--- config.mk ---
export PLATFORM = sky130hd
export DESIGN_NAME = cassette_pulse_burst_encoder_unit
export DESIGN_NICKNAME = d
export VERILOG_FILES = /design/src/design/cpbe_pkg.sv /design/src/design/cpbe_front.sv /design/src/design/cpbe_back.sv /design/src/design/cassette_pulse_burst_encoder_unit.sv
export SDC_FILE = /design/constraint.sdc
export NUM_CORES = 1
export LEC_CHECK = 0
export BUFFER_PORTS_ARGS = -buffer_cell sky130_fd_sc_hd__buf_2
export CORE_ASPECT_RATIO = 1.2
export CORE_UTILIZATION = 40
export CTS_CLUSTER_SIZE = 30
export DETAILED_ROUTE_END_ITERATION = 8
export GPL_TIMING_DRIVEN = 0
export MAX_ROUTING_LAYER = met4
export PLACE_DENSITY = 0.53
export SKIP_CTS_REPAIR_TIMING = 1
export SLEW_MARGIN = 20
export SYNTH_ARGS = -nofsm -noshare
export SYNTH_HDL_FRONTEND = slang
export SYNTH_HIERARCHICAL = 1
export SYNTH_SLANG_ARGS = --single-unit
--- constraint.sdc ---
create_clock -name clk -period 30.2 [get_ports clk]
set_input_delay 1.51 -clock clk [delete_from_list [all_inputs] [get_ports clk]]
set_output_delay 1.51 -clock clk [all_outputs]
set_load 0.02 [all_outputs]
--- src/design/cpbe_pkg.sv ---
`timescale 1ns / 1ps
// Shared types and constants for the cassette pulse burst encoder.
// Used by cpbe_front, cpbe_back and the top level; depends on nothing.
package cpbe_pkg;

  localparam int CFG_DATA_W  = 10;
  localparam int CFG_INDEX_W = 3;

  localparam logic [3:0] BITS_PER_BYTE = 4'd8;

  // Input op codes
  typedef enum logic [1:0] {
    OP_LOAD_BYTE    = 2'd0,
    OP_LOAD_SILENCE = 2'd1,
    OP_TICK         = 2'd2,
    OP_NOP          = 2'd3
  } op_t;

  // Register indexes on the configuration port
  typedef enum logic [CFG_INDEX_W-1:0] {
    REG_HIGH_LEVEL   = 3'd0,
    REG_LOW_LEVEL    = 3'd1,
    REG_MID_LEVEL    = 3'd2,
    REG_HALF_LEN     = 3'd3,
    REG_GAP_LEN      = 3'd4,
    REG_ZERO_BURST   = 3'd5,
    REG_ONE_BURST    = 3'd6,
    REG_SMOOTH_COEFF = 3'd7
  } reg_idx_t;

  // Command class after the front end
  typedef enum logic [1:0] {
    CMD_BYTE    = 2'd0,
    CMD_SILENCE = 2'd1,
    CMD_TICK    = 2'd2,
    CMD_NOP     = 2'd3
  } cmd_kind_t;

  typedef struct packed {
    cmd_kind_t   kind;
    logic [7:0]  byte_val;
    logic [15:0] len;
  } cmd_t;

  // Encoder phase, one-hot
  typedef enum logic [3:0] {
    PH_IDLE    = 4'b0001,
    PH_PULSE   = 4'b0010,
    PH_GAP     = 4'b0100,
    PH_SILENCE = 4'b1000
  } phase_t;

  typedef struct packed {
    logic [7:0] high_level;
    logic [7:0] low_level;
    logic [7:0] mid_level;
    logic [7:0] half_len;
    logic [9:0] gap_len;
    logic [3:0] zero_burst;
    logic [3:0] one_burst;
    logic [8:0] smooth_coeff;
  } cfg_t;

  localparam cfg_t CFG_RESET = '{
    high_level:   8'd250,
    low_level:    8'd0,
    mid_level:    8'd128,
    half_len:     8'd6,
    gap_len:      10'd57,
    zero_burst:   4'd4,
    one_burst:    4'd9,
    smooth_coeff: 9'd218
  };

endpackage

--- src/design/cpbe_front.sv ---
`timescale 1ns / 1ps
// Front end: accepts input items, classifies the op and queues the command.
// Depends on cpbe_pkg.
module cpbe_front #(
  parameter int DEPTH = 2
) (
  input  logic                clk,
  input  logic                rst_n,
  input  logic                in_valid,
  output logic                in_ready,
  input  logic [1:0]          in_op,
  input  logic [7:0]          in_byte_value,
  input  logic [15:0]         in_silence_len,
  output cpbe_pkg::cmd_t      q_cmd,
  output logic                q_valid,
  input  logic                q_ready
);

  localparam int PTR_W = $clog2(DEPTH);
  localparam int CNT_W = $clog2(DEPTH + 1);

  cpbe_pkg::cmd_t   slot_r [DEPTH];
  cpbe_pkg::cmd_t   cmd_in;
  logic [PTR_W-1:0] wr_ptr_r, wr_ptr_nxt;
  logic [PTR_W-1:0] rd_ptr_r, rd_ptr_nxt;
  logic [CNT_W-1:0] count_r, count_nxt;
  logic             push, pop;

  function automatic logic [PTR_W-1:0] ptr_inc(input logic [PTR_W-1:0] p);
    return (p == PTR_W'(DEPTH - 1)) ? '0 : p + PTR_W'(1);
  endfunction

  always_comb begin
    cmd_in.byte_val = in_byte_value;
    cmd_in.len      = in_silence_len;
    unique case (in_op)
      cpbe_pkg::OP_LOAD_BYTE:    cmd_in.kind = cpbe_pkg::CMD_BYTE;
      cpbe_pkg::OP_LOAD_SILENCE: cmd_in.kind = cpbe_pkg::CMD_SILENCE;
      cpbe_pkg::OP_TICK:         cmd_in.kind = cpbe_pkg::CMD_TICK;
      cpbe_pkg::OP_NOP:          cmd_in.kind = cpbe_pkg::CMD_NOP;
      default:                   cmd_in.kind = cpbe_pkg::CMD_NOP;
    endcase
  end

  assign in_ready = (count_r != CNT_W'(DEPTH));
  assign q_valid  = (count_r != '0);
  assign q_cmd    = slot_r[rd_ptr_r];
  assign push     = in_valid && in_ready;
  assign pop      = q_valid && q_ready;

  always_comb begin
    wr_ptr_nxt = push ? ptr_inc(wr_ptr_r) : wr_ptr_r;
    rd_ptr_nxt = pop ? ptr_inc(rd_ptr_r) : rd_ptr_r;
    count_nxt  = count_r;
    if (push && !pop) begin
      count_nxt = count_r + CNT_W'(1);
    end else if (pop && !push) begin
      count_nxt = count_r - CNT_W'(1);
    end
  end

  always_ff @(posedge clk) begin
    if (!rst_n) begin
      wr_ptr_r <= '0;
      rd_ptr_r <= '0;
      count_r  <= '0;
    end else begin
      wr_ptr_r <= wr_ptr_nxt;
      rd_ptr_r <= rd_ptr_nxt;
      count_r  <= count_nxt;
    end
  end

  always_ff @(posedge clk) begin
    if (push) begin
      slot_r[wr_ptr_r] <= cmd_in;
    end
  end

  a_count_bound: assert property (@(posedge clk) disable iff (!rst_n)
    count_r <= CNT_W'(DEPTH))
    else $error("queue count above depth");

  a_count_up: assert property (@(posedge clk) disable iff (!rst_n)
    (push && !pop) |=> (count_r == $past(count_r) + CNT_W'(1)))
    else $error("queue count did not grow on push");

  a_count_down: assert property (@(posedge clk) disable iff (!rst_n)
    (pop && !push) |=> (count_r == $past(count_r) - CNT_W'(1)))
    else $error("queue count did not shrink on pop");

endmodule

--- src/design/cpbe_back.sv ---
`timescale 1ns / 1ps
// Back end: pulse burst sequencer, first-order smoother and result register.
// Depends on cpbe_pkg.
module cpbe_back (
  input  logic           clk,
  input  logic           rst_n,
  input  cpbe_pkg::cfg_t cfg,
  input  cpbe_pkg::cmd_t cmd,
  input  logic           cmd_valid,
  output logic           cmd_ready,
  output logic           out_valid,
  input  logic           out_ready,
  output logic [7:0]     out_sample,
  output logic           out_sample_valid,
  output logic           out_busy_res,
  output logic           out_load_rejected
);

  typedef struct packed {
    cpbe_pkg::phase_t phase;
    logic [7:0]       shift;
    logic [3:0]       bits;
    logic [3:0]       pulses;
    logic [15:0]      count;
  } seq_t;

  seq_t        seq_r, seq_nxt, act;
  logic [7:0]  level_r;
  logic        out_valid_r;
  logic [7:0]  sample_r;
  logic        sample_valid_r, busy_r, rejected_r;

  logic        fire, tick, rej;
  logic [7:0]  target;
  logic [15:0] cnt_inc;
  logic signed [8:0]  diff;
  logic signed [18:0] prod;
  logic signed [10:0] step;
  logic signed [11:0] sum;
  logic [7:0]  level_new;

  // Skip empty bursts, finished gaps and spent silence so a busy phase always has a
  // sample due. A byte has at most eight bits, so eight passes cover the longest chain.
  function automatic seq_t settle(input seq_t s, input cpbe_pkg::cfg_t c);
    seq_t t;
    t = s;
    for (int k = 0; k < 8; k++) begin
      if (t.phase == cpbe_pkg::PH_PULSE && (c.half_len == '0 || t.pulses == '0)) begin
        t.phase = cpbe_pkg::PH_GAP;
        t.count = '0;
      end
      if (t.phase == cpbe_pkg::PH_GAP && t.count >= {6'd0, c.gap_len}) begin
        t.bits  = t.bits - 4'd1;
        t.shift = {t.shift[6:0], 1'b0};
        t.count = '0;
        if (t.bits == '0) begin
          t.phase = cpbe_pkg::PH_IDLE;
        end else begin
          t.phase  = cpbe_pkg::PH_PULSE;
          t.pulses = t.shift[7] ? c.one_burst : c.zero_burst;
        end
      end
    end
    if (t.phase == cpbe_pkg::PH_SILENCE && t.count == '0) begin
      t.phase = cpbe_pkg::PH_IDLE;
    end
    return t;
  endfunction

  assign cmd_ready = !out_valid_r || out_ready;
  assign fire      = cmd_valid && cmd_ready;
  assign cnt_inc   = seq_r.count + 16'd1;

  always_comb begin
    act    = seq_r;
    target = cfg.mid_level;
    rej    = 1'b0;
    tick   = 1'b0;
    unique case (cmd.kind)
      cpbe_pkg::CMD_BYTE: begin
        if (seq_r.phase != cpbe_pkg::PH_IDLE) begin
          rej = 1'b1;
        end else begin
          act.phase  = cpbe_pkg::PH_PULSE;
          act.shift  = cmd.byte_val;
          act.bits   = cpbe_pkg::BITS_PER_BYTE;
          act.pulses = cmd.byte_val[7] ? cfg.one_burst : cfg.zero_burst;
          act.count  = '0;
        end
      end
      cpbe_pkg::CMD_SILENCE: begin
        if (seq_r.phase != cpbe_pkg::PH_IDLE) begin
          rej = 1'b1;
        end else begin
          act.phase = cpbe_pkg::PH_SILENCE;
          act.count = cmd.len;
        end
      end
      cpbe_pkg::CMD_TICK: begin
        tick = 1'b1;
        unique case (seq_r.phase)
          cpbe_pkg::PH_PULSE: begin
            target = (seq_r.count < {8'd0, cfg.half_len}) ? cfg.high_level
                                                         : cfg.low_level;
            act.count = cnt_inc;
            // End of one pulse: wrap the sample count, drop one pulse
            if (cnt_inc >= {7'd0, cfg.half_len, 1'b0}) begin
              act.count  = '0;
              act.pulses = seq_r.pulses - 4'd1;
            end
          end
          cpbe_pkg::PH_GAP:     act.count = cnt_inc;
          cpbe_pkg::PH_SILENCE: act.count = seq_r.count - 16'd1;
          cpbe_pkg::PH_IDLE:    act.count = seq_r.count;
          default:              act.count = seq_r.count;
        endcase
      end
      cpbe_pkg::CMD_NOP: act = seq_r;
      default:           act = seq_r;
    endcase
    // Hold the state as it is on a no-op or a dropped load; only executed items settle
    if (cmd.kind == cpbe_pkg::CMD_NOP || rej) begin
      seq_nxt = seq_r;
    end else begin
      seq_nxt = settle(act, cfg);
    end
  end

  // Smoother: level + floor((target - level) * coeff / 256), clamped to 0..255
  always_comb begin
    diff = $signed({1'b0, target}) - $signed({1'b0, level_r});
    prod = diff * $signed({1'b0, cfg.smooth_coeff});
    step = prod[18:8];
    sum  = $signed({4'd0, level_r}) + $signed({step[10], step});
    if (sum < 12'sd0) begin
      level_new = 8'd0;
    end else if (sum > 12'sd255) begin
      level_new = 8'd255;
    end else begin
      level_new = sum[7:0];
    end
  end

  always_ff @(posedge clk) begin
    if (!rst_n) begin
      seq_r.phase  <= cpbe_pkg::PH_IDLE;
      seq_r.shift  <= '0;
      seq_r.bits   <= '0;
      seq_r.pulses <= '0;
      seq_r.count  <= '0;
      level_r      <= '0;
      out_valid_r  <= 1'b0;
    end else begin
      if (fire) begin
        seq_r <= seq_nxt;
        if (tick) begin
          level_r <= level_new;
        end
        out_valid_r <= 1'b1;
      end else if (out_ready) begin
        out_valid_r <= 1'b0;
      end
    end
  end

  always_ff @(posedge clk) begin
    if (fire) begin
      sample_r       <= tick ? level_new : 8'd0;
      sample_valid_r <= tick;
      busy_r         <= (seq_nxt.phase != cpbe_pkg::PH_IDLE);
      rejected_r     <= rej;
    end
  end

  assign out_valid         = out_valid_r;
  assign out_sample        = sample_r;
  assign out_sample_valid  = sample_valid_r;
  assign out_busy_res      = busy_r;
  assign out_load_rejected = rejected_r;

  a_bits_live: assert property (@(posedge clk) disable iff (!rst_n)
    (seq_r.phase == cpbe_pkg::PH_PULSE || seq_r.phase == cpbe_pkg::PH_GAP)
      |-> (seq_r.bits != '0 && seq_r.bits <= cpbe_pkg::BITS_PER_BYTE))
    else $error("byte phase with no bits left");

  a_silence_live: assert property (@(posedge clk) disable iff (!rst_n)
    (seq_r.phase == cpbe_pkg::PH_SILENCE) |-> (seq_r.count != '0))
    else $error("silence phase with nothing left");

  a_reject_shape: assert property (@(posedge clk) disable iff (!rst_n)
    (out_valid_r && rejected_r) |-> (!sample_valid_r && busy_r))
    else $error("rejected load result carries a sample or shows idle");

  a_tick_result: assert property (@(posedge clk) disable iff (!rst_n)
    (fire && tick) |=> (out_valid_r && sample_valid_r && !rejected_r))
    else $error("tick did not produce a sample result");

endmodule

--- src/design/cassette_pulse_burst_encoder_unit.sv ---
`timescale 1ns / 1ps
// Cassette pulse burst encoder: one result per item, one item per clock sustained while
// out_ready stays high. An item is accepted into a short command queue (QUEUE_DEPTH
// entries); the back end takes it from the head of the queue, executes it and loads the
// result register, from which the result is taken. While the output is held off, the
// result register and the queue hold QUEUE_DEPTH + 1 items before in_ready drops.
// The rate is set by the smoother feedback (one 9x10 multiply, add and clamp per cycle
// on the level). Write configuration only while no item is in flight.
// Top level: configuration registers, front end and back end.
// Depends on cpbe_pkg, cpbe_front and cpbe_back.
module cassette_pulse_burst_encoder_unit #(
  parameter int QUEUE_DEPTH = 2
) (
  input  logic                              clk,
  input  logic                              rst_n,
  input  logic                              in_valid,
  output logic                              in_ready,
  input  logic [1:0]                        in_op,
  input  logic [7:0]                        in_byte_value,
  input  logic [15:0]                       in_silence_len,
  output logic                              out_valid,
  input  logic                              out_ready,
  output logic [7:0]                        out_sample,
  output logic                              out_sample_valid,
  output logic                              out_busy_res,
  output logic                              out_load_rejected,
  input  logic                              cfg_we,
  input  logic [cpbe_pkg::CFG_INDEX_W-1:0]  cfg_index,
  input  logic [cpbe_pkg::CFG_DATA_W-1:0]   cfg_wdata
);

  cpbe_pkg::cfg_t cfg_r, cfg_nxt;
  cpbe_pkg::cmd_t q_cmd;
  logic           q_valid, q_ready;

  always_comb begin
    cfg_nxt = cfg_r;
    if (cfg_we) begin
      unique case (cfg_index)
        cpbe_pkg::REG_HIGH_LEVEL:   cfg_nxt.high_level   = cfg_wdata[7:0];
        cpbe_pkg::REG_LOW_LEVEL:    cfg_nxt.low_level    = cfg_wdata[7:0];
        cpbe_pkg::REG_MID_LEVEL:    cfg_nxt.mid_level    = cfg_wdata[7:0];
        cpbe_pkg::REG_HALF_LEN:     cfg_nxt.half_len     = cfg_wdata[7:0];
        cpbe_pkg::REG_GAP_LEN:      cfg_nxt.gap_len      = cfg_wdata[9:0];
        cpbe_pkg::REG_ZERO_BURST:   cfg_nxt.zero_burst   = cfg_wdata[3:0];
        cpbe_pkg::REG_ONE_BURST:    cfg_nxt.one_burst    = cfg_wdata[3:0];
        cpbe_pkg::REG_SMOOTH_COEFF: cfg_nxt.smooth_coeff = cfg_wdata[8:0];
        default:                    cfg_nxt = cfg_r;
      endcase
    end
  end

  always_ff @(posedge clk) begin
    if (!rst_n) begin
      cfg_r <= cpbe_pkg::CFG_RESET;
    end else begin
      cfg_r <= cfg_nxt;
    end
  end

  cpbe_front #(
    .DEPTH (QUEUE_DEPTH)
  ) u_front (
    .clk            (clk),
    .rst_n          (rst_n),
    .in_valid       (in_valid),
    .in_ready       (in_ready),
    .in_op          (in_op),
    .in_byte_value  (in_byte_value),
    .in_silence_len (in_silence_len),
    .q_cmd          (q_cmd),
    .q_valid        (q_valid),
    .q_ready        (q_ready)
  );

  cpbe_back u_back (
    .clk               (clk),
    .rst_n             (rst_n),
    .cfg               (cfg_r),
    .cmd               (q_cmd),
    .cmd_valid         (q_valid),
    .cmd_ready         (q_ready),
    .out_valid         (out_valid),
    .out_ready         (out_ready),
    .out_sample        (out_sample),
    .out_sample_valid  (out_sample_valid),
    .out_busy_res      (out_busy_res),
    .out_load_rejected (out_load_rejected)
  );

endmodule

# ---- Word-level counts from Yosys, hierarchy flattened
# Memories as Yosys holds them, arrays and structs flattened. A register that Yosys moved wholly into a read port is not among the register bits.
# Cells that the tools add are included.
dict set report totals {
  register_bits 119
  latchBits 0
  mem_bits_rw 52
  romBits 0
  in_bits 44
  output_inout_bits 13
  wordCells 267
  n_memories 1
}
# memory words word_bits read_ports rd_ports_with_merged_regs write_ports line_no
set memory_table {}
lappend memory_table {u_front.slot_r 2 26 1 1 1 cpbe_front.sv:22} ;# cpbe_pkg::cmd_t slot_r [DEPTH];
dict set report op_classes {
  add_sub_neg 17
  n_mul 1
  div_mod_pow 0
  order_cmp 12
  eq_ne 37
  n_shift 0
  n_mux 104
  n_bitwise 1
  n_reduce_logical 71
}
# cell n
set ops {}
lappend ops {{$mux W36} 18}
lappend ops {{$mux W16} 17}
lappend ops {{$mux W4} 36}
lappend ops {{$ge A16 B10 Y1} 8}
lappend ops {{$logic_not A4 Y1} 16}
lappend ops {{$pmux W16 S4} 1}
lappend ops {{$pmux W16 S3} 1}
lappend ops {{$mux W8} 5}
lappend ops {{$eq A4 B2 Y1 const B} 9}
lappend ops {{$eq A4 B3 Y1 const B} 9}
lappend ops {{$sub A4 B1 Y4 const B} 9}
lappend ops {{$logic_and A1 B1 Y1} 21}
lappend ops {{$mux W2} 10}
lappend ops {{$mux W20} 1}
lappend ops {{$reduce_and A2 Y1} 10}
lappend ops {{$mul A9 B10 Y19} 1}
lappend ops {{$add A16 B1 Y16 const B} 1}
lappend ops {{$ge A16 B9 Y1} 1}
lappend ops {{$logic_not A16 Y1} 1}
lappend ops {{$lt A16 B8 Y1} 1}
lappend ops {{$pmux W4 S2} 2}
lappend ops {{$sub A16 B1 Y16 const B} 1}
lappend ops {{$add A9 B11 Y12} 1}
lappend ops {{$eq A3 B3 Y1 const B} 4}
lappend ops {{27 further kinds} 59}

# ---- Longest topological paths before layout
dict set report depth {
  ltp_word 82
  depth_mapped 151
  depth_no_buf 142
}

# ---- By module
# The synthesis kept the hierarchy.
# module instances cells_per_inst area_each_um2 seq_area_each_um2
set modules_own_cells {}
lappend modules_own_cells {cpbe_back 1 1884 14074.7 1211.2}
lappend modules_own_cells {cassette_pulse_burst_encoder_unit 1 222 2316.0 1181.1}
lappend modules_own_cells {cpbe_front 1 107 2119.5 1661.6}

# ---- Worst setup path before layout
# OpenSTA, ideal clock, no wires.
dict set report synth_path {
  path_kind {register to register}
  start {register u_back/seq_r[3] (netlist bit)}
  end {register u_back/seq_r[0] (netlist bit)}
  setup_ns 0.067
  arrival_time_ns 23.473
  required_time_ns 30.133
  path_slack_ns 6.661
  stages_incl_launch_ff 151
  path_buffers 13
  period_less_slack_ns 23.539
  cell_sequence {dfxtp_1 buf_2 nand3_1 nor2_1 nand3_1 xnor2_1 ha_1 nand3_1 a21oi_1 a221o_1 nor4_4 o311ai_2 o311a_1 a31oi_4 nor2_1 a211oi_1 inv_1 ha_1 (+115 left out) ha_1 nand2b_1 a21o_1 a21o_1 a21oi_1 nor2b_1 o21ai_0 nand2b_1 a21oi_1 nor2b_1 o21ai_0 nand2b_1 a211oi_1 a211oi_4 nor3_1 clkbuf_1 a22oi_1 nor2_1}
}
dict set report synth_between {
  elab_chain_cells 77
  word_cells_on_any_way 144
  cone_classes {8 x add/sub; 9 x order compare; 15 x eq/ne; 74 x mux; 38 x reduce/logical}
}
# item line_no
set synth_lines {}
lappend synth_lines {{start: declaration} cpbe_back.sv:27} ;# seq_t seq_r, seq_nxt, act;
lappend synth_lines {{start signal: assignment} cpbe_back.sv:155} ;# seq_r <= seq_nxt;
lappend synth_lines {{$add A16 B1 Y16} cpbe_back.sv:72} ;# assign cnt_inc = seq_r.count + 16'd1;
lappend synth_lines {{$ge A16 B9 Y1} cpbe_back.sv:107} ;# if (cnt_inc >= {7'd0, cfg.half_len, 1'b0}) begin
lappend synth_lines {{$mux W20} cpbe_back.sv:107}
lappend synth_lines {{$mux W4} cpbe_back.sv:101} ;# unique case (seq_r.phase)
lappend synth_lines {{$pmux W4 S2} cpbe_back.sv:79} ;# unique case (cmd.kind)
lappend synth_lines {{$logic_not A4 Y1} cpbe_back.sv:48} ;# if (t.phase == cpbe_pkg::PH_PULSE && (c.half_len == '0 || t.pulses == '0)) begin
lappend synth_lines {{$logic_or A1 B1 Y1} cpbe_back.sv:48}
lappend synth_lines {{$logic_and A1 B1 Y1} cpbe_back.sv:48}
lappend synth_lines {{(+61 left out)} -}
lappend synth_lines {{$logic_or A1 B1 Y1} cpbe_back.sv:48}
lappend synth_lines {{$logic_and A1 B1 Y1} cpbe_back.sv:48}
lappend synth_lines {{$mux W16 / $mux W4 (equally long branches)} cpbe_back.sv:48}
lappend synth_lines {{$mux W16 / $mux W4 (equally long branches)} cpbe_back.sv:122} ;# if (cmd.kind == cpbe_pkg::CMD_NOP || rej) begin
lappend synth_lines {{$ge A16 B10 Y1 / $eq A4 B3 Y1 (equally long branches)} cpbe_back.sv:52} ;# if (t.phase == cpbe_pkg::PH_GAP && t.count >= {6'd0, c.gap_len}) begin
lappend synth_lines {{$logic_and A1 B1 Y1} cpbe_back.sv:52}
lappend synth_lines {{$mux W36 (*)} cpbe_back.sv:52}
lappend synth_lines {{$mux W36 (*)} cpbe_back.sv:122}
# Mark *: on every way between the ends. The rest lies on a longest branch, timed or not. The select of a mux whose other input is x is not followed.
# A chain may end at the register's enable or synchronous reset.

# ---- Final worst setup path
dict set report layout_path {
  start {register u_back/seq_r[4] (netlist bit)}
  end {register u_back/seq_r[25] (netlist bit)}
}
# Same word-level chain as after synthesis.

==> impl_metrics.py <==
metrics = {
    "setup_path": {
        "slowest_delay_ns": 0.59,
        "cpLargestDelayFamily": "compound AO/OA/AOI/OAI gates",
        "cp_slowest_cell": "o21ai_2",
        "path_buf_inv": 10,
        "path_common_cell": "a21oi_1",
        "worstSetupPathType": "flop to flop",
        "critPathArrivalTime_ns": 28.27,
        "critical_path_required_ns": 30.52,
        "cp-end-kind": "flop",
        "cp_max_fo": 11,
        "worstSetupStartpointType": "flop",
    },
    "route": {
        "dr.pass1.iters": 5,
        "drt-total-wl_um": 63500,
        "avgRoutedWirePerCell_um": 21.8,
        "avgViaCountPerCell": 5.75,
        "drtIter0Drc": 1075,
        "vias": 16800,
        "drc_errors": 0,
        "postRouteAntennaNets": 0,
    },
    "grt": {
        "met1_usage": 0.354,
        "grt_pass1_wl_um": 98000,
        "grt_pass1_vias": 16300,
        "use_met3": 0.0236,
        "grt_use_met2": 0.472,
        "grt_usage": 0.280,
        "busiest_layer": "met2",
        "grt-ovfl-total": 0,
        "antenna_found_initial": 2,
        "grt_max_degree": 27,
    },
    "clock_tree": {
        "clkLatencyLatePin_ns": 0.46,
        "clock_tree.buffer_depth": 2,
        "numClockSinks": 171,
        "cts_tree": "done",
        "cts_made_buffers": 17,
        "clk_pin_slew_ns": 0.08,
        "cts-root-buf": "clkbuf_16",
        "htree_levels": 4,
    },
    "layout": {
        "drive_gt1_frac": 0.115,
        "mostFrequentLayoutCells": "nor2_1 (218), nand2_1 (216), ha_1 (181)",
        "layout_commonest_cell": "nor2_1",
        "synthToLayoutAreaGrowth_pct": 9.65,
        "final_nets": 2562,
        "fill_cells": 4706,
        "diodes": 0,
    },
    "timing": {
        "slew_violations": 0,
        "tightestPinTransition_ns": 0.980,
        "hold_viol_final": 0,
        "setup_violations": 0,
        "grt_setup_unrepaired": "false",
        "slew_headroom": 0.328,
        "finClkSkew_ns": 0.0215,
        "hold_ws_ns": 0.451,
        "max_freq_mhz": 35.8,
        "post-route-min-period_ns": 27.95,
        "fin_crit_sh": 0.926,
    },
    "synth": {
        "synth_area_per_cell_um2": 8.36,
        "synthesis.area_um2": 18500,
        "synth-edff-count": 63,
        "yosysSeqAreaShare": 0.219,
        "syn_nets": 2489,
        "syn_inst": 2213,
        "yosys_warnings": 6,
        "postSynth.topFlopCell": "dfxtp_1",
        "ys_seq_elements": 171,
        "synth_cell_types": 116,
        "synthArstFlopShare": 0,
    },
    "die": {
        "io_pins": 57,
        "fp.dieW_um": 198,
        "num_rows": 86,
        "core_area_um2": 45800,
        "dieArea_um2": 47100,
        "die_h_um": 238,
        "start_util": 0.404,
    },
    "placed_design": {
        "place_congestion": 0.947,
        "portBuffers": 50,
        "dpl.hpwl_um": 51000,
    },
    "job": {
        "drv_cap": 0,
    },
    "run_status": {
        "outcome": "complete, no violations",
    },
    "min_path": {
        "min_path_type": "flop to flop",
    },
}
state kept, by name, indices dropped and copies added (netlist names), named ones only:
signal / cells
u_back/level_r: 8
u_front/slot_r: 52
u_back/out_load_rejected: 1
u_back/seq_r: 35
u_back/out_sample_valid: 1
u_front/rd_ptr_r: 1
u_front/wr_ptr_r: 1
cfg_r: 59
u_front/count_r: 2
u_back/out_sample: 8
u_back/out_busy_res: 1
u_back/out_valid: 1
cells by family (layout without fill, tap and decap cells):
logic type / count (synthesis) / after routing / share of synthesized area
compound gates: 506 / 506 / 0.194
xor+xnor: 62 / 62 / 0.0327
buf+inv: 262 / 348 / 0.0585
mux: 179 / 179 / 0.0999
fa+ha+maj: 232 / 232 / 0.178
simple gates: 801 / 801 / 0.218
flops: 171 / 171 / 0.219
area by class of cell:
class | instances | area (um^2) | share of cell area
clock buffer | 17 | 425 | 0.0210
multi-input combinational | 1780 | 13500 | 0.665
inverter | 141 | 529 | 0.0261
tap | 616 | 771 | 0.0380
sequential | 171 | 4050 | 0.200
timing repair buffer | 60 | 333 | 0.0164
buffer | 115 | 534 | 0.0263
clock inverter | 15 | 153 | 0.00752
through the flow:
step           setup TNS [ns]  area (um^2)  setup WS, ns  utilization  cells
6_report                    0        20300          2.25        0.443   2915
5_1_grt                     0        20300        0.0470        0.443   2915
4_1_cts                 -7.29        20100        -0.483        0.439   2913
3_5_place_dp            -4.16        19600        -0.351        0.427   2881
3_3_place_gp           -27.02        19500         -1.19        0.426   2879
2_1_floorplan               0        18500          6.66            -   2213
cell usage after synthesis, drive strengths merged (9+ instances only):
library cell  number  area [um^2]
fa                51         1020
a31oi             25          193
a21o              40          300
or3               10         62.6
and3              12         75.1
o211ai            19          153
a22oi             27          203
a211oi            22          198
or2               16          100
and2              52          328
nand4             18          143
ha               181         2260
buf               41          253
a21boi            10         75.1
a21oi            124          639
nor2             220          826
edfxtp            63         1890
nor2b             56          353
o211a             10          108
mux2i            136         1370
inv              141          529
or4                9         75.1
nor3              43          220
xnor2             34          305
clkbuf            80          302
dfxtp            108         2160
nand2b            44          283
mux2              43          484
o21a              18          135
o21ai             99          522
nand3             47          235
nand2            222          838
o22ai             13         81.3
nor4              19          170
xor2              24          210
worst paths after layout:
kind / start / endpoint / slack [ns] / depth (start not counted)
hold / removal: u_back/seq_r[28] / u_back/seq_r[28] / 0.45 / 2
setup reg to reg: u_back/seq_r[4] / u_back/seq_r[25] / 2.25 / 143
setup / recovery: u_back/seq_r[4] / u_back/seq_r[25] / 2.25 / 143
hold reg to reg: u_back/seq_r[28] / u_back/seq_r[28] / 0.45 / 2
worst reg2reg max path: cells and delay by family, from the launching register on:
| kind | cells | cell delay, ns |
|---|---|---|
| flops | 1 | 0.50 |
| xor+xnor | 1 | 0.28 |
| fa+ha+maj | 9 | 2.41 |
| compound gates | 65 | 13.49 |
| simple gates | 58 | 8.29 |
| buf+inv | 10 | 2.82 |
metal layers:
metal	part of all wire	vias to the layer above	wire, um
met5	0	-	0
met4	0.026	0	1670
met3	0.035	75	2210
met2	0.49	407	31100
met1	0.45	8205	28500
li1	-	8071	-
Power is not shown: default switching activity piles up to over one toggle a cycle in this logic, so the estimate is an artifact.
